### config.mk
export PLATFORM = sky130hd
export DESIGN_NAME = timer_prescaler_search_top
export DESIGN_NICKNAME = d
export VERILOG_FILES = /design/src/hdl/tps_pkg.sv /design/src/hdl/tps_div.sv /design/src/hdl/tps_dp.sv /design/src/hdl/tps_ctrl.sv /design/src/hdl/timer_prescaler_search_top.sv
export SDC_FILE = /design/constraint.sdc
export NUM_CORES = 1
export LEC_CHECK = 0
export BUFFER_PORTS_ARGS = -buffer_cell sky130_fd_sc_hd__buf_2
export CORE_UTILIZATION = 35
export DETAILED_ROUTE_END_ITERATION = 12
export SLEW_MARGIN = 40
export SYNTH_ARGS = -nofsm -noshare
export SYNTH_HDL_FRONTEND = slang
export SYNTH_SLANG_ARGS = --single-unit
### constraint.sdc
create_clock -name clk -period 7.34 [get_ports clk]
set_input_delay 0.734 -clock clk [delete_from_list [all_inputs] [get_ports clk]]
set_output_delay 0.734 -clock clk [all_outputs]
set_load 0.02 [all_outputs]
### src/hdl/tps_pkg.sv
package tps_pkg;

  // Field widths fixed by the interface.
  localparam int unsigned RATE_W   = 20;
  localparam int unsigned CODE_W   = 3;
  localparam int unsigned RELOAD_W = 8;
  localparam int unsigned DIST_W   = 24;

  // Timer clock, request ceiling and the starting distance of the search.
  localparam int unsigned CLOCK_HZ       = 2457600;
  localparam int unsigned REQUEST_LIMIT  = 614400;
  localparam int unsigned START_DISTANCE = 24'hFFFFFF;
  localparam int unsigned RELOAD_MAX     = 255;

  // Prescaler indexes run 0..6; the timer code is the index plus one.
  localparam int unsigned NUM_PRESC = 7;
  localparam logic [CODE_W-1:0] PRESC_FIRST = CODE_W'(NUM_PRESC - 1);
  localparam logic [CODE_W-1:0] PRESC_LAST  = '0;

  // Prescaled clock rates for each divider.
  localparam int unsigned BASE_DIV4   = CLOCK_HZ / 4;
  localparam int unsigned BASE_DIV10  = CLOCK_HZ / 10;
  localparam int unsigned BASE_DIV16  = CLOCK_HZ / 16;
  localparam int unsigned BASE_DIV50  = CLOCK_HZ / 50;
  localparam int unsigned BASE_DIV64  = CLOCK_HZ / 64;
  localparam int unsigned BASE_DIV100 = CLOCK_HZ / 100;
  localparam int unsigned BASE_DIV200 = CLOCK_HZ / 200;

  // Divider: quotient bits produced per cycle.
  localparam int unsigned DIV_BITS_PER_STEP = 4;

  typedef enum logic [1:0] {
    ST_IDLE,
    ST_START,
    ST_DIV,
    ST_DONE
  } state_t;

  // Controller to datapath.
  typedef struct packed {
    logic load;
    logic div_start;
    logic eval;
    logic next_reload;
    logic next_presc;
  } cmd_t;

  // Datapath to controller.
  typedef struct packed {
    logic div_done;
    logic below;
    logic last_reload;
    logic last_presc;
  } status_t;

  // Prescaled clock rate for a prescaler index.
  function automatic logic [RATE_W-1:0] base_rate(input logic [CODE_W-1:0] idx);
    logic [RATE_W-1:0] rate;
    case (idx)
      3'd0:    rate = RATE_W'(BASE_DIV4);
      3'd1:    rate = RATE_W'(BASE_DIV10);
      3'd2:    rate = RATE_W'(BASE_DIV16);
      3'd3:    rate = RATE_W'(BASE_DIV50);
      3'd4:    rate = RATE_W'(BASE_DIV64);
      3'd5:    rate = RATE_W'(BASE_DIV100);
      3'd6:    rate = RATE_W'(BASE_DIV200);
      default: rate = RATE_W'(BASE_DIV200);
    endcase
    return rate;
  endfunction

endpackage

### src/hdl/tps_div.sv
module tps_div (
  input  logic                           clk,
  input  logic                           rst_n,
  input  logic                           start,
  input  logic [tps_pkg::RATE_W-1:0]     dividend,
  input  logic [tps_pkg::RELOAD_W-1:0]   divisor,
  output logic                           done,
  output logic [tps_pkg::RATE_W-1:0]     quotient
);

  localparam int unsigned QW    = tps_pkg::RATE_W;
  localparam int unsigned DW    = tps_pkg::RELOAD_W;
  localparam int unsigned BPS   = tps_pkg::DIV_BITS_PER_STEP;
  localparam int unsigned STEPS = (QW + BPS - 1) / BPS;
  localparam int unsigned CNT_W = (STEPS > 1) ? $clog2(STEPS) : 1;

  logic [QW-1:0]    num_r, num_nxt;
  logic [QW-1:0]    quo_r, quo_nxt;
  logic [DW-1:0]    rem_r, rem_nxt;
  logic [CNT_W-1:0] cnt_r;
  logic             run_r;
  logic             done_r;

  // Restoring division, several quotient bits per cycle.
  always_comb begin
    logic [DW:0] trial;
    num_nxt = num_r;
    quo_nxt = quo_r;
    rem_nxt = rem_r;
    for (int i = 0; i < BPS; i++) begin
      trial   = {rem_nxt, num_nxt[QW-1]};
      num_nxt = {num_nxt[QW-2:0], 1'b0};
      if (trial >= {1'b0, divisor}) begin
        rem_nxt = DW'(trial - {1'b0, divisor});
        quo_nxt = {quo_nxt[QW-2:0], 1'b1};
      end else begin
        rem_nxt = trial[DW-1:0];
        quo_nxt = {quo_nxt[QW-2:0], 1'b0};
      end
    end
  end

  // Control: run flag, step count and completion pulse.
  always_ff @(posedge clk) begin
    if (!rst_n) begin
      run_r  <= 1'b0;
      done_r <= 1'b0;
      cnt_r  <= '0;
    end else if (start) begin
      run_r  <= 1'b1;
      done_r <= 1'b0;
      cnt_r  <= '0;
    end else if (run_r) begin
      cnt_r <= cnt_r + 1'b1;
      if (cnt_r == CNT_W'(STEPS - 1)) begin
        run_r  <= 1'b0;
        done_r <= 1'b1;
      end
    end else begin
      done_r <= 1'b0;
    end
  end

  // Datapath registers. The dividend is left-aligned so that the last
  // step ends on its lowest bit.
  always_ff @(posedge clk) begin
    if (start) begin
      num_r <= dividend << (STEPS * BPS - QW);
      quo_r <= '0;
      rem_r <= '0;
    end else if (run_r) begin
      num_r <= num_nxt;
      quo_r <= quo_nxt;
      rem_r <= rem_nxt;
    end
  end

  assign done     = done_r;
  assign quotient = quo_r;

endmodule

### src/hdl/tps_dp.sv
module tps_dp #(
  parameter int unsigned RELOAD_MAX = tps_pkg::RELOAD_MAX
) (
  input  logic                           clk,
  input  tps_pkg::cmd_t                  cmd,
  output tps_pkg::status_t               status,
  input  logic [tps_pkg::RATE_W-1:0]     request_hz,
  output logic [tps_pkg::CODE_W-1:0]     prescale_code,
  output logic [tps_pkg::RELOAD_W-1:0]   reload_value,
  output logic [tps_pkg::RATE_W-1:0]     achieved_hz
);

  localparam int unsigned RW = tps_pkg::RATE_W;
  localparam int unsigned CW = tps_pkg::CODE_W;
  localparam int unsigned LW = tps_pkg::RELOAD_W;
  localparam int unsigned DW = tps_pkg::DIST_W;

  logic [RW-1:0] req_r;
  logic [CW-1:0] presc_r;
  logic [LW-1:0] reload_r;
  logic [DW-1:0] best_dist_r;
  logic [CW-1:0] best_code_r;
  logic [LW-1:0] best_reload_r;
  logic [RW-1:0] best_rate_r;

  logic          div_done;
  logic [RW-1:0] rate;
  logic [RW-1:0] cand_dist;
  logic          better;

  tps_div u_div (
    .clk      (clk),
    .rst_n    (1'b1),
    .start    (cmd.div_start),
    .dividend (tps_pkg::base_rate(presc_r)),
    .divisor  (reload_r),
    .done     (div_done),
    .quotient (rate)
  );

  // Distance of the candidate rate to the request.
  always_comb begin
    cand_dist = (req_r > rate) ? (req_r - rate) : (rate - req_r);
    better    = ({{(DW - RW){1'b0}}, cand_dist} < best_dist_r);
  end

  // Search position and saturated request.
  always_ff @(posedge clk) begin
    if (cmd.load) begin
      req_r    <= (request_hz > RW'(tps_pkg::REQUEST_LIMIT)) ?
                  RW'(tps_pkg::REQUEST_LIMIT) : request_hz;
      presc_r  <= tps_pkg::PRESC_FIRST;
      reload_r <= LW'(1);
    end else if (cmd.next_presc) begin
      presc_r  <= presc_r - 1'b1;
      reload_r <= LW'(1);
    end else if (cmd.next_reload) begin
      reload_r <= reload_r + 1'b1;
    end
  end

  // Best candidate so far.
  always_ff @(posedge clk) begin
    if (cmd.load) begin
      best_dist_r   <= DW'(tps_pkg::START_DISTANCE);
      best_code_r   <= CW'(1);
      best_reload_r <= LW'(1);
      best_rate_r   <= '0;
    end else if (cmd.eval && better) begin
      best_dist_r   <= {{(DW - RW){1'b0}}, cand_dist};
      best_code_r   <= presc_r + 1'b1;
      best_reload_r <= reload_r;
      best_rate_r   <= rate;
    end
  end

  always_comb begin
    status.div_done    = div_done;
    status.below       = (rate < req_r);
    status.last_reload = (reload_r == LW'(RELOAD_MAX));
    status.last_presc  = (presc_r == tps_pkg::PRESC_LAST);
  end

  assign prescale_code = best_code_r;
  assign reload_value  = best_reload_r;
  assign achieved_hz   = best_rate_r;

endmodule

### src/hdl/tps_ctrl.sv
module tps_ctrl (
  input  logic              clk,
  input  logic              rst_n,
  input  logic              start,
  output logic              busy,
  output logic              out_valid,
  output tps_pkg::cmd_t     cmd,
  input  tps_pkg::status_t  status
);

  tps_pkg::state_t state_r, state_nxt;

  // State register.
  always_ff @(posedge clk) begin
    if (!rst_n) begin
      state_r <= tps_pkg::ST_IDLE;
    end else begin
      state_r <= state_nxt;
    end
  end

  // Next state and commands.
  always_comb begin
    state_nxt = state_r;
    cmd       = '0;
    case (state_r)
      tps_pkg::ST_IDLE: begin
        if (start) begin
          cmd.load  = 1'b1;
          state_nxt = tps_pkg::ST_START;
        end
      end
      tps_pkg::ST_START: begin
        cmd.div_start = 1'b1;
        state_nxt     = tps_pkg::ST_DIV;
      end
      tps_pkg::ST_DIV: begin
        if (status.div_done) begin
          cmd.eval = 1'b1;
          if (status.below || status.last_reload) begin
            if (status.last_presc) begin
              state_nxt = tps_pkg::ST_DONE;
            end else begin
              cmd.next_presc = 1'b1;
              state_nxt      = tps_pkg::ST_START;
            end
          end else begin
            cmd.next_reload = 1'b1;
            state_nxt       = tps_pkg::ST_START;
          end
        end
      end
      // The result cycle also takes the next request.
      tps_pkg::ST_DONE: begin
        if (start) begin
          cmd.load  = 1'b1;
          state_nxt = tps_pkg::ST_START;
        end else begin
          state_nxt = tps_pkg::ST_IDLE;
        end
      end
      default: begin
        state_nxt = tps_pkg::ST_IDLE;
      end
    endcase
  end

  assign busy      = (state_r != tps_pkg::ST_IDLE);
  assign out_valid = (state_r == tps_pkg::ST_DONE);

endmodule

### src/hdl/timer_prescaler_search_top.sv
// Timer prescaler and reload search. Pulse start while busy is low to
// submit a requested rate; requests above 614400 Hz are clamped. The block
// walks the prescalers from divide-by-200 down to divide-by-4 and, for
// each, reload values from 1 upward until the rate drops below the request
// or the reload limit is reached. Each candidate takes a launch step, a
// run of the shared divider that yields 4 quotient bits per cycle, and a
// compare step; a request of zero tries all 1785 candidates. The
// result appears for exactly one cycle with out_valid high, and busy falls
// in that same cycle; the receiver cannot stall it, so it must capture the
// result when out_valid is seen.
module timer_prescaler_search_top #(
  parameter int unsigned RELOAD_MAX = tps_pkg::RELOAD_MAX
) (
  input  logic                           clk,
  input  logic                           rst_n,
  input  logic                           start,
  output logic                           busy,
  input  logic [tps_pkg::RATE_W-1:0]     in_request_hz,
  output logic                           out_valid,
  output logic [tps_pkg::CODE_W-1:0]     out_prescale_code,
  output logic [tps_pkg::RELOAD_W-1:0]   out_reload_value,
  output logic [tps_pkg::RATE_W-1:0]     out_achieved_hz
);

  tps_pkg::cmd_t    cmd;
  tps_pkg::status_t status;
  logic             ctrl_busy;
  logic             done_pulse;

  tps_ctrl u_ctrl (
    .clk       (clk),
    .rst_n     (rst_n),
    .start     (start),
    .busy      (ctrl_busy),
    .out_valid (done_pulse),
    .cmd       (cmd),
    .status    (status)
  );

  tps_dp #(
    .RELOAD_MAX (RELOAD_MAX)
  ) u_dp (
    .clk           (clk),
    .cmd           (cmd),
    .status        (status),
    .request_hz    (in_request_hz),
    .prescale_code (out_prescale_code),
    .reload_value  (out_reload_value),
    .achieved_hz   (out_achieved_hz)
  );

  // The result cycle also frees the block for the next request.
  assign busy      = ctrl_busy && !done_pulse;
  assign out_valid = done_pulse;

endmodule

-- Word-level counts from Yosys, hierarchy flattened
Cells that the tools add are included.
- output and inout bits: 33
- flip-flop bits (word level): 141
- input port bits: 23
- word-level logic and storage cells: 85
- add/sub/neg operators: 10
- eq/ne operators: 12
- reductions and logical operators: 12
- bitwise logic cells: 1
- order comparisons: 8
- muxes and demuxes: 28
- operator list (operator ; number):
    case mux 20 bit (6 select lines) ; 1
    2-to-1 mux 20 bit ; 3
    subtractor 20 bit ; 2
    greater-or-equal comparator 9 x 8 -> 1 bit ; 4
    2-to-1 mux 8 bit ; 4
    subtractor 8 bit ; 4
    < comparator 20 x 24 -> 1 bit ; 1
    > comparator 20 bit ; 1
    > comparator 20 bit, second input constant ; 1
    < comparator 20 bit ; 1
    2-to-1 mux 1 bit ; 13
    == test 3 bit, second input constant ; 3
    adder 8 x 1 -> 8 bit, second input constant ; 1
    == test 8 bit, second input constant ; 1
    2-to-1 mux 2 bit ; 4
    case mux 2 bit (4 select lines) ; 1
    adder 3 x 1 -> 3 bit, second input constant ; 2
    == test 3 x 2 -> 1 bit, second input constant ; 2
    2-to-1 mux 3 bit ; 2
    OR reduction 2 bit ; 3
    == test 2 bit, second input constant ; 2
    nonzero test 2 bit ; 2
    == test 3 x 1 -> 1 bit, second input constant ; 1
    logical NOT 3 bit ; 1
    10 further kinds ; 11

-- Logic depth before layout (Yosys ltp)
- depth after elaboration: 8
- depth in mapped cells: 39
- mapped depth without buffers: 37

-- By module
A second synthesis with hierarchy kept.
- cell total of the unflattened synthesis: 1174
- area, all modules: 10243.6 um2
- by module, submodules not included (module ; cells an instance ; seq. area each (um2) ; times used ; area each (um2)):
    tps_dp ; 739 ; 1861.8 ; 1 ; 6049.6
    tps_div ; 408 ; 1261.2 ; 1 ; 3946.3
    tps_ctrl ; 26 ; 40.0 ; 1 ; 234.0
    timer_prescaler_search_top ; 1 ; 0.0 ; 1 ; 13.8

-- Least setup slack after synthesis
OpenSTA, ideal clock, no wires.
- path kind: reg-to-reg
- from: register u_dp.reload_r[3]
- to: register u_dp.u_div.rem_r[0]
- cell stages (with the launch flop): 37
- setup slack: -0.461 ns
- library setup time: 0.086 ns
- data required time: 7.254 ns
- data arrival time: 7.716 ns
- clock period less this slack: 7.801 ns
- buffers on the path: 1
- cells stage by stage: dfxtp_1 inv_1 ha_1 a21o_1 a21oi_2 a2bb2oi_2 nand2_2 buf_4 o21ai_0 inv_1 ha_1 nor2b_1 o31a_1 o31ai_1 a21oi_2 a211oi_4 mux2_2 inv_1 ha_1 nor2b_1 o31a_1 o31a_1 o21ai_0 a21boi_0 nor2_1 o21ai_2 a21oi_1 ha_1 a21oi_1 o21ai_0 a21o_1 nand2_1 a21oi_1 o22a_1 a221oi_2 mux2_1 a211oi_1
- cells in the longest elaborated chain, start to end: 8
- elaborated cells on any way between the ends: 11
- classes of those cells: add/sub: 3; order compare: 4; mux: 4
- ends and longest elaborated chain (item ; line ; RTL):
    start, declared ; tps_dp.sv:20 ; logic [LW-1:0] reload_r;
    start signal, assigned ; tps_dp.sv:58 ; reload_r <= reload_r + 1'b1;
    subtractor 8 bit / greater-or-equal comparator 9 x 8 -> 1 bit (equally long branches) ; tps_div.sv:34, tps_div.sv:33 ;
    2-to-1 mux 8 bit ; tps_div.sv:33 ; if (trial >= {1'b0, divisor}) begin
    subtractor 8 bit / greater-or-equal comparator 9 x 8 -> 1 bit (equally long branches) ; tps_div.sv:34, tps_div.sv:33 ;
    2-to-1 mux 8 bit ; tps_div.sv:33 ;
    subtractor 8 bit / greater-or-equal comparator 9 x 8 -> 1 bit (equally long branches) ; tps_div.sv:34, tps_div.sv:33 ;
    2-to-1 mux 8 bit ; tps_div.sv:33 ;
    greater-or-equal comparator 9 x 8 -> 1 bit (*) ; tps_div.sv:33 ;
    2-to-1 mux 8 bit (*) ; tps_div.sv:33 ;
    end signal, assigned ; tps_div.sv:74 ; rem_r <= rem_nxt;
    end, declared ; tps_div.sv:19 ; logic [DW-1:0] rem_r, rem_nxt;
Every way passes the cells marked *; elsewhere a longest branch is shown, timed or not.
A chain may end at the register's enable or synchronous reset.

-- Worst setup path after layout
- from: register u_dp.u_div.num_r[19]
- to: register u_dp.u_div.rem_r[7]
- cells in the longest elaborated chain, start to end: 8
- elaborated cells on any way between the ends: 12
- classes of those cells: add/sub: 4; order compare: 4; mux: 4
- ends and longest elaborated chain (item ; line ; RTL):
    start, declared ; tps_div.sv:17 ; logic [QW-1:0] num_r, num_nxt;
    start signal, assigned ; tps_div.sv:68 ; num_r <= dividend << (STEPS * BPS - QW);
    start signal, assigned ; tps_div.sv:72 ; num_r <= num_nxt;
    subtractor 8 bit / greater-or-equal comparator 9 x 8 -> 1 bit (equally long branches) ; tps_div.sv:34, tps_div.sv:33 ;
    2-to-1 mux 8 bit (*) ; tps_div.sv:33 ;
    subtractor 8 bit / greater-or-equal comparator 9 x 8 -> 1 bit (equally long branches) ; tps_div.sv:34, tps_div.sv:33 ;
    2-to-1 mux 8 bit (*) ; tps_div.sv:33 ;
    subtractor 8 bit / greater-or-equal comparator 9 x 8 -> 1 bit (equally long branches) ; tps_div.sv:34, tps_div.sv:33 ;
    2-to-1 mux 8 bit (*) ; tps_div.sv:33 ;
    subtractor 8 bit / greater-or-equal comparator 9 x 8 -> 1 bit (equally long branches) ; tps_div.sv:34, tps_div.sv:33 ;
    2-to-1 mux 8 bit (*) ; tps_div.sv:33 ;
Marked as above.

==> flow_metrics.tcl <==
set metrics [dict create \
    rsz0062_at_grt "yes" \
    hp-class "flop to flop" \
    area_growth_pct 21.1 \
    fmax_mhz 140 \
    gp_congestion 0.906 \
    reg2reg_slack_ns 0.20 \
    hold_buffers 0 \
    hold_ws_ns 0.477 \
    netlist.top_cell.by_area "dfxtp_1" \
    tightest_slew_ns 0.838 \
    io_pins 56 \
    ys_ff_latch 128 \
    num_antenna_cells 0 \
    numCtsBuffers 17 \
    postRouteAntennaNets 0 \
    avgRoutedWirePerCell_um 16.8 \
    synth.top_cell.area_share 0.216 \
    regArea_mm2 0.00287 \
    dp_hpwl_um 18100 \
    crit_arrival_ns 7.42 \
    setup.worst_path.start_class "flop" \
    vias 7705 \
    final_max_slew_viol_count 0 \
    cp-startpoint "u_dp.u_div.num_r[19]" \
    status "finished, final reports clean" \
    root_buffer "clkbuf_16" \
    synthArstFlopShare 0 \
    synth.area.top_cells "dfxtp_1, ha_1, edfxtp_1" \
    rows 58 \
    dieWidth_um 163 \
    drcViolationCount 0 \
    clk_latency_ns 0.44 \
    multi_input_area_mm2 0.00601 \
    port-buffer-count 55 \
    antenna_found_initial 0 \
    crit_top_cell "ha_4" \
    syn_nets 1166 \
    clock_sinks 128 \
    fillers 2431 \
    end_kind "flop" \
    synth_cell_types 73 \
    coreArea_mm2 0.0253 \
    cap_violations 0 \
    critPathMaxFanout 8 \
    crit_type "flop to flop" \
    dr.pass1.iters 5 \
    drt_iter0_markers 577 \
    cts_buffer_depth 2 \
    final.setup_skew_ns 0.0277 \
    cts.clk_slew.worst_paths_ns 0.07 \
    grt_pass1_vias 7154 \
    viasPerCell 5.27 \
    wirelength_um 24600 \
    maxSlewHeadroom 0.436 \
    synth_edf_count 30 \
    fp.dieArea_mm2 0.0266 \
    nNetsFinal 1254 \
    yosys_warnings 0 \
    grt.total_usage 0.187 \
    r2r_start "u_dp.u_div.num_r[19]" \
    initial_core_util 0.359 \
    min_from "u_dp.best_dist_r[8]" \
    fin_crit_sh 0.972 \
    grt_first_pass_wirelength_um 38300 \
    die_y_um 163 \
    setup_viol 0 \
    grt_max_degree 61 \
    postSynthCellCount 1032 \
    synth_area_mm2 0.00908 \
    grt-ovfl-total 0 \
    slowest_stage "edfxtp_1" \
    fin_area_mm2 0.0110 \
    syn_avg_cell_area_um2 8.80 \
    ys_dominant_reg_cell "dfxtp_1" \
    min_period_ns 7.14 \
    crit_path_max_incr_delay_ns 0.42 \
    critPathRequiredTime_ns 7.62 \
    yosysSeqAreaShare 0.315 \
    placed_cell_area_mm2 0.0100 \
    final-hold-violation-count 0 \
    drive_above_1_share 0.207 \
    cts_tree "yes" \
    cts_max_level 4 \
]
==> critical path, delay by kind of cell, from the launching register on <==
kind	cells	cell delay, ns
compound gates	16	2.95
xor+xnor	1	0.13
fa+ha+maj	5	1.18
buf+inv	4	0.36
flops	1	0.42
mux	4	1.21
simple gates	4	0.71
==> stage by stage <==
stage	setup WS (ns)	std cells	util	setup TNS, ns
floorplan	0.00666	1032	-	0
global placement	0.0478	1417	0.395	0
detailed placement	-0.0633	1417	0.395	-0.157
CTS	0.00610	1450	0.420	0
global route	-0.0857	1463	0.434	-0.522
finish	0.204	1463	0.434	0
==> synth_stat cells, types with 3 or more instances <==
cell type	n
a21oi_1	62
mux2_2	16
a21boi_0	3
nor3b_1	4
o21ai_0	43
edfxtp_1	30
xnor2_1	31
and2_1	17
nor4_1	3
nor3_1	18
a221oi_1	5
or2_2	3
ha_1	105
inv_1	105
buf_1	7
a31oi_1	12
nand2b_1	11
dfxtp_1	98
o31a_1	4
fa_1	6
clkbuf_1	30
nor2b_1	15
o211ai_1	8
mux2i_1	68
o21a_1	12
o31ai_1	7
xor2_1	13
a211oi_1	13
a311oi_1	4
o21bai_1	12
and3_1	4
nand3_1	9
buf_2	3
and4_1	4
nand4_1	18
a21o_1	26
nor2_1	106
nand2_1	53
==> cells in the final DEF, fill, tap and decap left out, types with 7 or more instances in the layout <==
master,synthesis,routed
a211oi_1,13,10
a21o_1,26,26
a21oi_1,62,56
a31oi_1,12,12
and2_1,17,17
buf_2,3,55
buf_4,1,52
clkbuf_16,0,18
dfxtp_1,98,91
dfxtp_2,0,7
edfxtp_1,30,30
ha_1,105,92
ha_4,0,11
inv_1,105,98
mux2_2,16,12
mux2i_1,68,66
nand2_1,53,51
nand2b_1,11,11
nand3_1,9,8
nand4_1,18,18
nor2_1,106,102
nor2b_1,15,14
nor3_1,18,17
o211ai_1,8,8
o21a_1,12,12
o21ai_0,43,40
o21bai_1,12,12
xnor2_1,31,31
xor2_1,13,13
==> cells by family (layout without fill, tap and decap cells) <==
logic type                 count (synthesis)  after routing  share of synthesized area
and+or+nand+nor                          272            272                      0.143
xor gates and xnor gates                  44             44                     0.0424
muxes                                     86             86                     0.0977
DFF                                      128            128                      0.315
buffers and inverters                    147            248                     0.0624
AOI/OAI and AO/OA                        244            244                      0.181
adders and majority gates                111            111                      0.158
==> layer usage <==
| layer | up-vias | track usage | part of all wire |
|---|---|---|---|
| li1 | 3814 | - | - |
| met1 | 3687 | 0.265 | 0.50 |
| met2 | 174 | 0.289 | 0.44 |
| met3 | 30 | 0.0310 | 0.044 |
| met4 | 0 | 0.0531 | 0.017 |
| met5 | - | 0 | 0 |
==> cell type report <==
type,count,area share
Inverter,105,0.0361
Timing Repair Buffer,111,0.0654
Multi-Input combinational cell,757,0.546
Tap cell,330,0.0375
Clock buffer,18,0.0409
Clock inverter,14,0.0126
Sequential cell,128,0.261
==> what timing repair did <==
item / in CTS / in global routing
setup endpoints to repair: 6 / 9
pin swaps: 1 / 35
resized for setup: 4 / 57
gates cloned: 0 / 0
setup buffers: 1 / 12
==> state kept, by name (all words and copies together), names as in the netlist <==
name	count
u_dp.prescale_code	3
u_dp.best_dist_r	21
u_dp.presc_r	3
u_dp.achieved_hz	20
u_dp.u_div.rem_r	8
u_dp.reload_r	8
u_dp.u_div.run_r	1
u_ctrl.state_r	2
u_dp.u_div.cnt_r	3
u_dp.u_div.num_r	10
u_dp.req_r	20
u_dp.reload_value	8
u_dp.u_div.done	1
u_dp.u_div.quotient	20
==> worst paths after layout <==
kind         depth (start not counted)             endpoint
max                                 34  u_dp.u_div.rem_r[7]
min                                  2  u_dp.best_dist_r[8]
max reg2reg                         34  u_dp.u_div.rem_r[7]
min reg2reg                          2  u_dp.best_dist_r[8]
Power is left out: the tool's default activity adds up to more than one toggle a clock period on the data nets, which glitch-free logic cannot reach.
